`src/rse_pkg.sv`:
```
// ----------------------------------------------------------------------------
// rse_pkg: shared types and microprogram for the running statistics engine
// Holds the control word layout, the sequencer program table and the
// snapshot record that passes a closed run to the arithmetic datapath.
// ----------------------------------------------------------------------------
package rse_pkg;

  // default sample limit per run
  localparam int unsigned MAX_COUNT_DEF = 65535;

  // sequencer sizes
  localparam int unsigned PC_W     = 4;
  localparam int unsigned LOOP_W   = 6;
  localparam int unsigned PROG_LEN = 9;

  // iteration counts of the shared units
  localparam logic [LOOP_W-1:0] MEAN_ITERS = LOOP_W'(32);
  localparam logic [LOOP_W-1:0] AVG_ITERS  = LOOP_W'(48);
  localparam logic [LOOP_W-1:0] SQRT_ITERS = LOOP_W'(16);

  // datapath operations
  typedef enum logic [2:0] {
    OP_NONE,
    OP_LOAD_MEAN,
    OP_DIV_STEP,
    OP_STORE_MEAN,
    OP_LOAD_AVG,
    OP_STORE_VAR,
    OP_SQRT_STEP,
    OP_EMIT
  } op_e;

  // jump conditions
  typedef enum logic [2:0] {
    JMP_NEVER,
    JMP_NO_START,
    JMP_EMPTY,
    JMP_LOOP,
    JMP_BUSY
  } jmp_e;

  // named program steps
  localparam logic [PC_W-1:0] STEP_IDLE      = PC_W'(0);
  localparam logic [PC_W-1:0] STEP_LOAD_MEAN = PC_W'(1);
  localparam logic [PC_W-1:0] STEP_DIV_MEAN  = PC_W'(2);
  localparam logic [PC_W-1:0] STEP_ST_MEAN   = PC_W'(3);
  localparam logic [PC_W-1:0] STEP_LOAD_AVG  = PC_W'(4);
  localparam logic [PC_W-1:0] STEP_DIV_AVG   = PC_W'(5);
  localparam logic [PC_W-1:0] STEP_ST_VAR    = PC_W'(6);
  localparam logic [PC_W-1:0] STEP_SQRT      = PC_W'(7);
  localparam logic [PC_W-1:0] STEP_EMIT      = PC_W'(8);

  typedef struct packed {
    op_e               op;
    jmp_e              jmp;
    logic [PC_W-1:0]   target;
    logic              loop_load;
    logic [LOOP_W-1:0] loop_init;
  } ctl_word_t;

  // status seen by the sequencer
  typedef struct packed {
    logic start;
    logic empty;
    logic busy;
  } seq_cond_t;

  // totals of a closed run
  typedef struct packed {
    logic signed [31:0] sum;
    logic        [47:0] sumsq;
    logic        [15:0] count;
    logic signed [15:0] min;
    logic signed [15:0] max;
    logic               ovf;
  } snap_t;

  // microprogram table
  function automatic ctl_word_t prog_rom(input logic [PC_W-1:0] pc);
    ctl_word_t w;
    w = '{op: OP_NONE, jmp: JMP_NEVER, target: STEP_IDLE, loop_load: 1'b0,
          loop_init: '0};
    case (pc)
      STEP_IDLE: begin
        w.jmp    = JMP_NO_START;
        w.target = STEP_IDLE;
      end
      STEP_LOAD_MEAN: begin
        w.op        = OP_LOAD_MEAN;
        w.jmp       = JMP_EMPTY;
        w.target    = STEP_EMIT;
        w.loop_load = 1'b1;
        w.loop_init = MEAN_ITERS;
      end
      STEP_DIV_MEAN: begin
        w.op     = OP_DIV_STEP;
        w.jmp    = JMP_LOOP;
        w.target = STEP_DIV_MEAN;
      end
      STEP_ST_MEAN: begin
        w.op = OP_STORE_MEAN;
      end
      STEP_LOAD_AVG: begin
        w.op        = OP_LOAD_AVG;
        w.loop_load = 1'b1;
        w.loop_init = AVG_ITERS;
      end
      STEP_DIV_AVG: begin
        w.op     = OP_DIV_STEP;
        w.jmp    = JMP_LOOP;
        w.target = STEP_DIV_AVG;
      end
      STEP_ST_VAR: begin
        w.op        = OP_STORE_VAR;
        w.loop_load = 1'b1;
        w.loop_init = SQRT_ITERS;
      end
      STEP_SQRT: begin
        w.op     = OP_SQRT_STEP;
        w.jmp    = JMP_LOOP;
        w.target = STEP_SQRT;
      end
      STEP_EMIT: begin
        w.op     = OP_EMIT;
        w.jmp    = JMP_BUSY;
        w.target = STEP_EMIT;
      end
      default: begin
        w.jmp    = JMP_NEVER;
        w.target = STEP_IDLE;
      end
    endcase
    return w;
  endfunction

endpackage

```
`src/rse_accum.sv`:
```
// ----------------------------------------------------------------------------
// rse_accum: per-sample accumulation of sum, sum of squares, count, min, max
// Takes one sample per cycle while accept_i is high; a closing transfer copies the final totals
// into a snapshot for the datapath and restarts the run.
// ----------------------------------------------------------------------------
module rse_accum #(
  parameter int unsigned MaxCount = rse_pkg::MAX_COUNT_DEF
) (
  input  logic               clk_i,
  input  logic               rst_ni,
  input  logic               accept_i,
  input  logic signed [15:0] sample_i,
  input  logic               has_sample_i,
  input  logic               is_last_i,
  output rse_pkg::snap_t     snap_o
);

  // effective limit, capped by the count width
  localparam logic [15:0] Limit = (MaxCount > 65535) ? 16'hFFFF : 16'(MaxCount);

  logic signed [31:0] sum_q, sum_d;
  logic        [47:0] sumsq_q, sumsq_d;
  logic        [15:0] count_q, count_d;
  logic signed [15:0] min_q, min_d;
  logic signed [15:0] max_q, max_d;
  logic               ovf_q, ovf_d;
  logic               take;
  logic signed [31:0] square;
  rse_pkg::snap_t     snap_q;

  // updated totals after this transfer
  always_comb begin
    take    = has_sample_i && (count_q < Limit);
    square  = 32'(sample_i) * 32'(sample_i);
    sum_d   = sum_q;
    sumsq_d = sumsq_q;
    count_d = count_q;
    min_d   = min_q;
    max_d   = max_q;
    ovf_d   = ovf_q | (has_sample_i & ~take);
    if (take) begin
      sum_d   = sum_q + {{16{sample_i[15]}}, sample_i};
      sumsq_d = sumsq_q + {16'b0, square};
      count_d = count_q + 16'd1;
      if (sample_i < min_q) min_d = sample_i;
      if (sample_i > max_q) max_d = sample_i;
    end
  end

  // running state
  always_ff @(posedge clk_i or negedge rst_ni) begin
    if (!rst_ni) begin
      sum_q   <= '0;
      sumsq_q <= '0;
      count_q <= '0;
      min_q   <= 16'sh7FFF;
      max_q   <= 16'sh8000;
      ovf_q   <= 1'b0;
    end else if (accept_i) begin
      if (is_last_i) begin
        sum_q   <= '0;
        sumsq_q <= '0;
        count_q <= '0;
        min_q   <= 16'sh7FFF;
        max_q   <= 16'sh8000;
        ovf_q   <= 1'b0;
      end else begin
        sum_q   <= sum_d;
        sumsq_q <= sumsq_d;
        count_q <= count_d;
        min_q   <= min_d;
        max_q   <= max_d;
        ovf_q   <= ovf_d;
      end
    end
  end

  // snapshot of a closed run
  always_ff @(posedge clk_i) begin
    if (accept_i && is_last_i) begin
      snap_q <= '{sum: sum_d, sumsq: sumsq_d, count: count_d, min: min_d,
                  max: max_d, ovf: ovf_d};
    end
  end

  assign snap_o = snap_q;

endmodule

```
`src/rse_seq.sv`:
```
// ----------------------------------------------------------------------------
// rse_seq: microprogram sequencer
// Step counter over the program table, a loop counter for the iterative
// units and conditional jumps on start, empty run and output stall.
// ----------------------------------------------------------------------------
module rse_seq (
  input  logic                clk_i,
  input  logic                rst_ni,
  input  rse_pkg::seq_cond_t  cond_i,
  output rse_pkg::op_e        op_o,
  output logic                idle_o
);

  logic [rse_pkg::PC_W-1:0]   pc_q, pc_d;
  logic [rse_pkg::LOOP_W-1:0] loop_q, loop_d;
  rse_pkg::ctl_word_t         word;
  logic                       jump;

  // control word decode and next step
  always_comb begin
    word = rse_pkg::prog_rom(pc_q);
    case (word.jmp)
      rse_pkg::JMP_NEVER:    jump = 1'b0;
      rse_pkg::JMP_NO_START: jump = ~cond_i.start;
      rse_pkg::JMP_EMPTY:    jump = cond_i.empty;
      rse_pkg::JMP_LOOP:     jump = (loop_q != rse_pkg::LOOP_W'(1));
      rse_pkg::JMP_BUSY:     jump = cond_i.busy;
      default:               jump = 1'b0;
    endcase
    if (jump) begin
      pc_d = word.target;
    end else if (pc_q == rse_pkg::PC_W'(rse_pkg::PROG_LEN - 1)) begin
      pc_d = rse_pkg::STEP_IDLE;
    end else begin
      pc_d = pc_q + rse_pkg::PC_W'(1);
    end
    loop_d = loop_q;
    if (word.loop_load) begin
      loop_d = word.loop_init;
    end else if (word.op == rse_pkg::OP_DIV_STEP || word.op == rse_pkg::OP_SQRT_STEP) begin
      loop_d = loop_q - rse_pkg::LOOP_W'(1);
    end
  end

  // step and loop counters
  always_ff @(posedge clk_i or negedge rst_ni) begin
    if (!rst_ni) begin
      pc_q   <= rse_pkg::STEP_IDLE;
      loop_q <= '0;
    end else begin
      pc_q   <= pc_d;
      loop_q <= loop_d;
    end
  end

  assign op_o   = word.op;
  assign idle_o = (pc_q == rse_pkg::STEP_IDLE);

endmodule

```
`src/rse_datapath.sv`:
```
// ----------------------------------------------------------------------------
// rse_datapath: shared divider and square root unit
// Restoring divider (one quotient bit per step) for mean and mean square,
// variance with clamp, and a digit-by-digit square root (two bits a step).
// ----------------------------------------------------------------------------
module rse_datapath (
  input  logic               clk_i,
  input  rse_pkg::op_e       op_i,
  input  rse_pkg::snap_t     snap_i,
  output logic signed [15:0] mean_o,
  output logic        [15:0] std_o
);

  logic        [47:0] quo_q;
  logic        [15:0] rem_q;
  logic               neg_q;
  logic signed [15:0] mean_q;
  logic        [31:0] msq_q;
  logic        [31:0] rad_q;
  logic        [17:0] srem_q;
  logic        [15:0] root_q;

  logic        [16:0] rem_sh;
  logic               div_ge;
  logic        [31:0] abs_sum;
  logic signed [31:0] msq_s;
  logic        [31:0] var_v;
  logic        [19:0] srem_sh;
  logic        [19:0] trial;
  logic               sq_ge;

  // step logic of the shared units
  always_comb begin
    rem_sh  = {rem_q, quo_q[47]};
    div_ge  = (rem_sh >= {1'b0, snap_i.count});
    abs_sum = snap_i.sum[31] ? 32'(-snap_i.sum) : 32'(snap_i.sum);
    msq_s   = 32'(mean_q) * 32'(mean_q);
    var_v   = (quo_q > {16'b0, msq_q}) ? 32'(quo_q - {16'b0, msq_q}) : 32'b0;
    srem_sh = {srem_q, rad_q[31:30]};
    trial   = {2'b0, root_q, 2'b01};
    sq_ge   = (srem_sh >= trial);
  end

  // datapath registers, driven by the current control word
  always_ff @(posedge clk_i) begin
    case (op_i)
      rse_pkg::OP_LOAD_MEAN: begin
        quo_q <= {abs_sum, 16'b0};
        rem_q <= '0;
        neg_q <= snap_i.sum[31];
      end
      rse_pkg::OP_DIV_STEP: begin
        if (div_ge) begin
          rem_q <= 16'(rem_sh - {1'b0, snap_i.count});
          quo_q <= {quo_q[46:0], 1'b1};
        end else begin
          rem_q <= rem_sh[15:0];
          quo_q <= {quo_q[46:0], 1'b0};
        end
      end
      rse_pkg::OP_STORE_MEAN: begin
        mean_q <= neg_q ? -$signed(quo_q[15:0]) : $signed(quo_q[15:0]);
      end
      rse_pkg::OP_LOAD_AVG: begin
        msq_q <= 32'(msq_s);
        quo_q <= snap_i.sumsq;
        rem_q <= '0;
      end
      rse_pkg::OP_STORE_VAR: begin
        rad_q  <= var_v;
        srem_q <= '0;
        root_q <= '0;
      end
      rse_pkg::OP_SQRT_STEP: begin
        rad_q <= {rad_q[29:0], 2'b00};
        if (sq_ge) begin
          srem_q <= 18'(srem_sh - trial);
          root_q <= {root_q[14:0], 1'b1};
        end else begin
          srem_q <= srem_sh[17:0];
          root_q <= {root_q[14:0], 1'b0};
        end
      end
      default: begin
        neg_q <= neg_q;
      end
    endcase
  end

  assign mean_o = mean_q;
  assign std_o  = root_q;

endmodule

```
`src/running_stats_engine.sv`:
```
// ----------------------------------------------------------------------------
// running_stats_engine: streaming mean, deviation, minimum and maximum
// Accumulates signed Q8.8 samples and reports statistics per closed run.
// ----------------------------------------------------------------------------
// Usage:
//   slave channel: one transfer per item; tdata carries the sample, tuser
//   says whether the transfer holds a sample, tlast closes the run.
//   Transfers without tlast are taken back to back, one per cycle, while the sequencer is idle.
//   master channel: one transfer per closed run with count, mean, standard
//   deviation, min and max in tdata and the dropped-sample flag in tuser.
// Program and input flow:
//   a closing transfer starts the microprogram: 32 mean divide steps,
//   48 mean-square divide steps and 16 square root steps plus five
//   control steps; an empty run jumps from the first load step to the
//   emit step. s_axis_tready stays low while the program runs and rises
//   again in the same cycle in which the result is offered.
// Stall:
//   the result sits in an output register; samples of the next run are
//   taken while it waits, and the next closing transfer waits in the last
//   program step until the register is free.
// Reset:
//   clears the run totals, the sequencer and the output valid flag.
// ----------------------------------------------------------------------------
module running_stats_engine #(
  parameter int unsigned MaxCount = rse_pkg::MAX_COUNT_DEF
) (
  input  logic        clk_i,
  input  logic        rst_ni,
  input  logic        s_axis_tvalid,
  output logic        s_axis_tready,
  input  logic [15:0] s_axis_tdata,   // [15:0] sample
  input  logic        s_axis_tuser,   // [0] has_sample
  input  logic        s_axis_tlast,
  output logic        m_axis_tvalid,
  input  logic        m_axis_tready,
  output logic [79:0] m_axis_tdata,   // sample_count, mean_value, std_dev, min_value, max_value
  output logic        m_axis_tuser    // [0] count_overflow
);

  logic               accept;
  logic               idle;
  rse_pkg::op_e       op;
  rse_pkg::snap_t     snap;
  rse_pkg::seq_cond_t cond;
  logic signed [15:0] mean;
  logic        [15:0] std_v;
  logic               out_valid_q;
  logic        [79:0] out_data_q;
  logic               out_user_q;
  logic               empty;
  logic               load_out;

  // input handshake
  assign s_axis_tready = idle;
  assign accept        = s_axis_tvalid & s_axis_tready;

  rse_accum #(
    .MaxCount(MaxCount)
  ) u_accum (
    .clk_i       (clk_i),
    .rst_ni      (rst_ni),
    .accept_i    (accept),
    .sample_i    ($signed(s_axis_tdata)),
    .has_sample_i(s_axis_tuser),
    .is_last_i   (s_axis_tlast),
    .snap_o      (snap)
  );

  // sequencer conditions
  assign empty = (snap.count == 16'd0);
  assign cond  = '{start: accept & s_axis_tlast, empty: empty,
                   busy: out_valid_q & ~m_axis_tready};

  rse_seq u_seq (
    .clk_i (clk_i),
    .rst_ni(rst_ni),
    .cond_i(cond),
    .op_o  (op),
    .idle_o(idle)
  );

  rse_datapath u_datapath (
    .clk_i (clk_i),
    .op_i  (op),
    .snap_i(snap),
    .mean_o(mean),
    .std_o (std_v)
  );

  assign load_out = (op == rse_pkg::OP_EMIT) && !cond.busy;

  // output valid flag
  always_ff @(posedge clk_i or negedge rst_ni) begin
    if (!rst_ni) begin
      out_valid_q <= 1'b0;
    end else if (load_out) begin
      out_valid_q <= 1'b1;
    end else if (m_axis_tready) begin
      out_valid_q <= 1'b0;
    end
  end

  // output register, zeros for an empty run
  always_ff @(posedge clk_i) begin
    if (load_out) begin
      if (empty) begin
        out_data_q <= '0;
      end else begin
        out_data_q <= {snap.max, snap.min, std_v, mean, snap.count};
      end
      out_user_q <= snap.ovf;
    end
  end

  assign m_axis_tvalid = out_valid_q;
  assign m_axis_tdata  = out_data_q;
  assign m_axis_tuser  = out_user_q;

endmodule
```
`config.mk`:
```
export PLATFORM = sky130hd
export DESIGN_NAME = running_stats_engine
export DESIGN_NICKNAME = d
export VERILOG_FILES = /design/src/rse_pkg.sv /design/src/rse_accum.sv /design/src/rse_seq.sv /design/src/rse_datapath.sv /design/src/running_stats_engine.sv
export SDC_FILE = /design/constraint.sdc
export NUM_CORES = 2
export LEC_CHECK = 0
export ABC_AREA = 1
export BUFFER_PORTS_ARGS = -buffer_cell sky130_fd_sc_hd__buf_4
export CAP_MARGIN = 40
export CORE_MARGIN = 5
export CORE_UTILIZATION = 40
export DETAILED_ROUTE_END_ITERATION = 12
export HOLD_SLACK_MARGIN = 0.05
export SYNTH_ARGS = -nofsm -noshare
export SYNTH_HDL_FRONTEND = slang
export SYNTH_SLANG_ARGS = --single-unit
export TNS_END_PERCENT = 10
```
`constraint.sdc`:
```
create_clock -name clk_i -period 20.6 [get_ports clk_i]
set_input_delay 3.09 -clock clk_i [delete_from_list [all_inputs] [get_ports clk_i]]
set_output_delay 3.09 -clock clk_i [all_outputs]
set_load 0.02 [all_outputs]
```
==> run_results.csv <==
group,metric,value,unit
status,status,"finished, final reports clean",
sta,slew_violations,0,
setup_path,worst_path_largest_cell_delay,540,ps
setup_path,slowest_stage,"fa_1",
finish,multi_input_area,0.0297,mm2
finish,final_cell_mix,"1,471 x nand2_1, 1,368 x inv_1, 478 x fa_1",
sta,fin_skew,57.3,ps
finish,area_growth,9.13,%
routing,drtIter0Drc,3120,
clock_tree,cts_htree_levels,2,
min_path,hold_depth,0,
floorplanning,initial_core_util,40.4,%
setup_path,endpoint_kind,"register",
yosys,mappedNetlistNets,7096,
place,globalplace.congestion,0.923,
floorplanning,die_x,366,um
min_path,min_from,"u_accum.snap_o[0]",
sta,setup-tns-final,0,ps
routing,drt-vias-per-instance,5.03,
routing,wl,140000,um
finish,utilization,44.0,%
setup_path,r2r_end,"u_datapath.msq_q[30]",
sta,slew-limit-headroom,37.9,%
setup_path,cp-start-kind,"input port",
yosys,avgSynthCellArea,8.13,um2
setup_path,critPathArrivalTime,10920,ps
clock_tree,path_clk_slew,70,ps
sta,hold_viol,0,
yosys,yosysWarnings,0,
clock_tree,cts_tree,"done",
setup_path,r2r-start,"u_datapath.mean_o[10]",
yosys,synthCells,6247,
routing,antenna_left,0,
routing,drc_errors,0,
clock_tree,insertion_delay,680,ps
setup_path,cp_max_fo,45,
finish,final_layout_size_suffix_gt1_share,5.39,%
yosys,synth-seq-area-share,29.9,%
routing,vias,40115,
setup_path,required,21030,ps
global_routing,overflow,0,
setup_path,ff2ff_path_depth,22,
yosys,syn_area,0.0508,mm2
setup_path,crit_start,"s_axis_tdata[15]",
floorplanning,die_y,366,um
clock_tree,cts-root-buf,"clkbuf_16",
global_routing,grt_pass1_wl,228000,um
finish,seqCellArea,0.0152,mm2
floorplanning,die_area,0.134,mm2
clock_tree,cts_resized,0,
min_path,min_path_type,"reg -> reg",
global_routing,grt_max_degree,76,
sta,setup_violations,0,
setup_path,worstSetupEndpoint,"u_accum.snap_o[87]",
sta,finalCritPeriodShare,50.9,%
setup_path,r2r_slack,14110,ps
run,max_cap_violations,0,
place,io_buffers,104,
sta,tightest_slew,931,ps
clock_tree,cts_setup_buffers,0,
yosys,async_reset_ff_share,26.5,%
clock_tree,clock-sinks,528,
global_routing,grt_pass1_vias,41030,
place,dp_hpwl,109000,um
clock_tree,clk_path_buf_depth,3,
finish,nNetsFinal,7127,
clock_tree,cts_hold_buf,0,
routing,wl_per_cell,17.6,um
routing,first_pass_iters,6,
clock_tree,cts_inserted_buffers,60,
global_routing,antenna_found_initial,4,
finish,nFillCells,12591,
sta,layout_min_cycle_time,10480,ps
floorplanning,core_area,0.126,mm2
sta,fmax,95.4,MHz
yosys,yosys_register_bits,528,
floorplanning,ios,105,
setup_path,cpMostUsedCell,"nand2_1",
global_routing,grtUsageTotal,21.0,%
sta,grt_setup_unrepaired,"no",
yosys,ys.flop_type,"edfxtp_1",
yosys,synth_edf_count,388,
finish,final_common_cell,"nand2_1",
setup_path,worstSetupPathType,"in -> reg",
floorplanning,core.rowCount,130,
yosys,synth.distinct_cells,60,
[Yosys cell counts, types with 25 or more instances]
cell	n	area share, %
xor2_1	108	1.9
nand4_1	77	0.95
nand3_1	294	2.9
o21ai_0	285	2.8
ha_1	349	8.6
clkbuf_1	116	0.86
nor3_1	69	0.68
nand2_1	1474	11
dfrtp_1	124	6.1
buf_2	35	0.34
xnor2_1	66	1.1
nor2_1	418	3.1
edfxtp_1	388	23
o21bai_1	25	0.37
fa_1	478	19
a21oi_1	280	2.8
or2_2	28	0.34
inv_1	1369	10
[metal layers]
layer / global-route usage [%] / up-vias / part of all wire (%)
li1: - / 19572 / -
met1: 29.2 / 19382 / 46
met2: 35.3 / 967 / 47
met3: 2.15 / 194 / 4.7
met4: 5.27 / 0 / 2.5
met5: 0 / - / 0
[how the worst min path moves through the flow]
stage	to	slack [ps]
finish	m_axis_tuser	430
global placement	m_axis_tuser	410
global route	m_axis_tuser	450
CTS	m_axis_tuser	430
detailed placement	m_axis_tuser	420
floorplan	m_axis_tuser	400
[metrics by stage]
stage / cells / instance area [um2] / hold slack (ps) / setup slack, ps
finish: 7980 / 55400 / 429 / 10120
global route: 7979 / 55400 / 450 / 9460
CTS: 7979 / 55400 / 430 / 10160
detailed placement: 7866 / 53400 / 416 / 9410
global placement: 7855 / 53100 / 405 / 9570
floorplan: 6247 / 50800 / 400 / 10400
[flip-flops by register name (all words and copies together) (netlist names)]
| name | count |
|---|---|
| u_accum.snap_o | 129 |
| m_axis_tdata | 80 |
| u_accum.sumsq_q | 48 |
| u_datapath.quo_q | 48 |
| u_accum.sum_q | 32 |
| u_datapath.rad_q | 32 |
| u_datapath.msq_q | 31 |
| u_datapath.srem_q | 18 |
| u_accum.count_q | 16 |
| u_accum.max_q | 16 |
| u_accum.min_q | 16 |
| u_datapath.mean_o | 16 |
| u_datapath.rem_q | 16 |
| u_datapath.std_o | 16 |
| u_seq.loop_q | 6 |
| u_seq.pc_q | 4 |
| m_axis_tuser | 1 |
| m_axis_tvalid | 1 |
| u_accum.ovf_q | 1 |
| u_datapath.neg_q | 1 |
[critical path, delay by kind of cell]
kind | cells | cell delay [ps]
adders and majority gates | 8 | 3740
buffers and inverters | 6 | 1170
and+or+nand+nor | 16 | 2630
xor gates and xnor gates | 1 | 230
[kinds of logic after synthesis]
family	after synthesis	synth area share [%]
and+or+nand+nor	2436	20.0
buffers and inverters	1555	11.7
adders and majority gates	827	27.4
AOI/OAI and AO/OA	727	7.99
DFF	528	29.9
xor gates and xnor gates	174	3.00
[layout make-up]
class,count,area share [%]
clock buffers,69,2.80
diodes,1,0.00451
flip-flops and latches,528,27.4
clock inverters,44,0.952
inverters,1381,9.36
multi-input cells,4164,53.6
repair buffers,143,2.21
well taps,1650,3.72
Power is left out: the tool's default activity adds up to more than one toggle a clock period on the data nets, which glitch-free logic cannot reach.
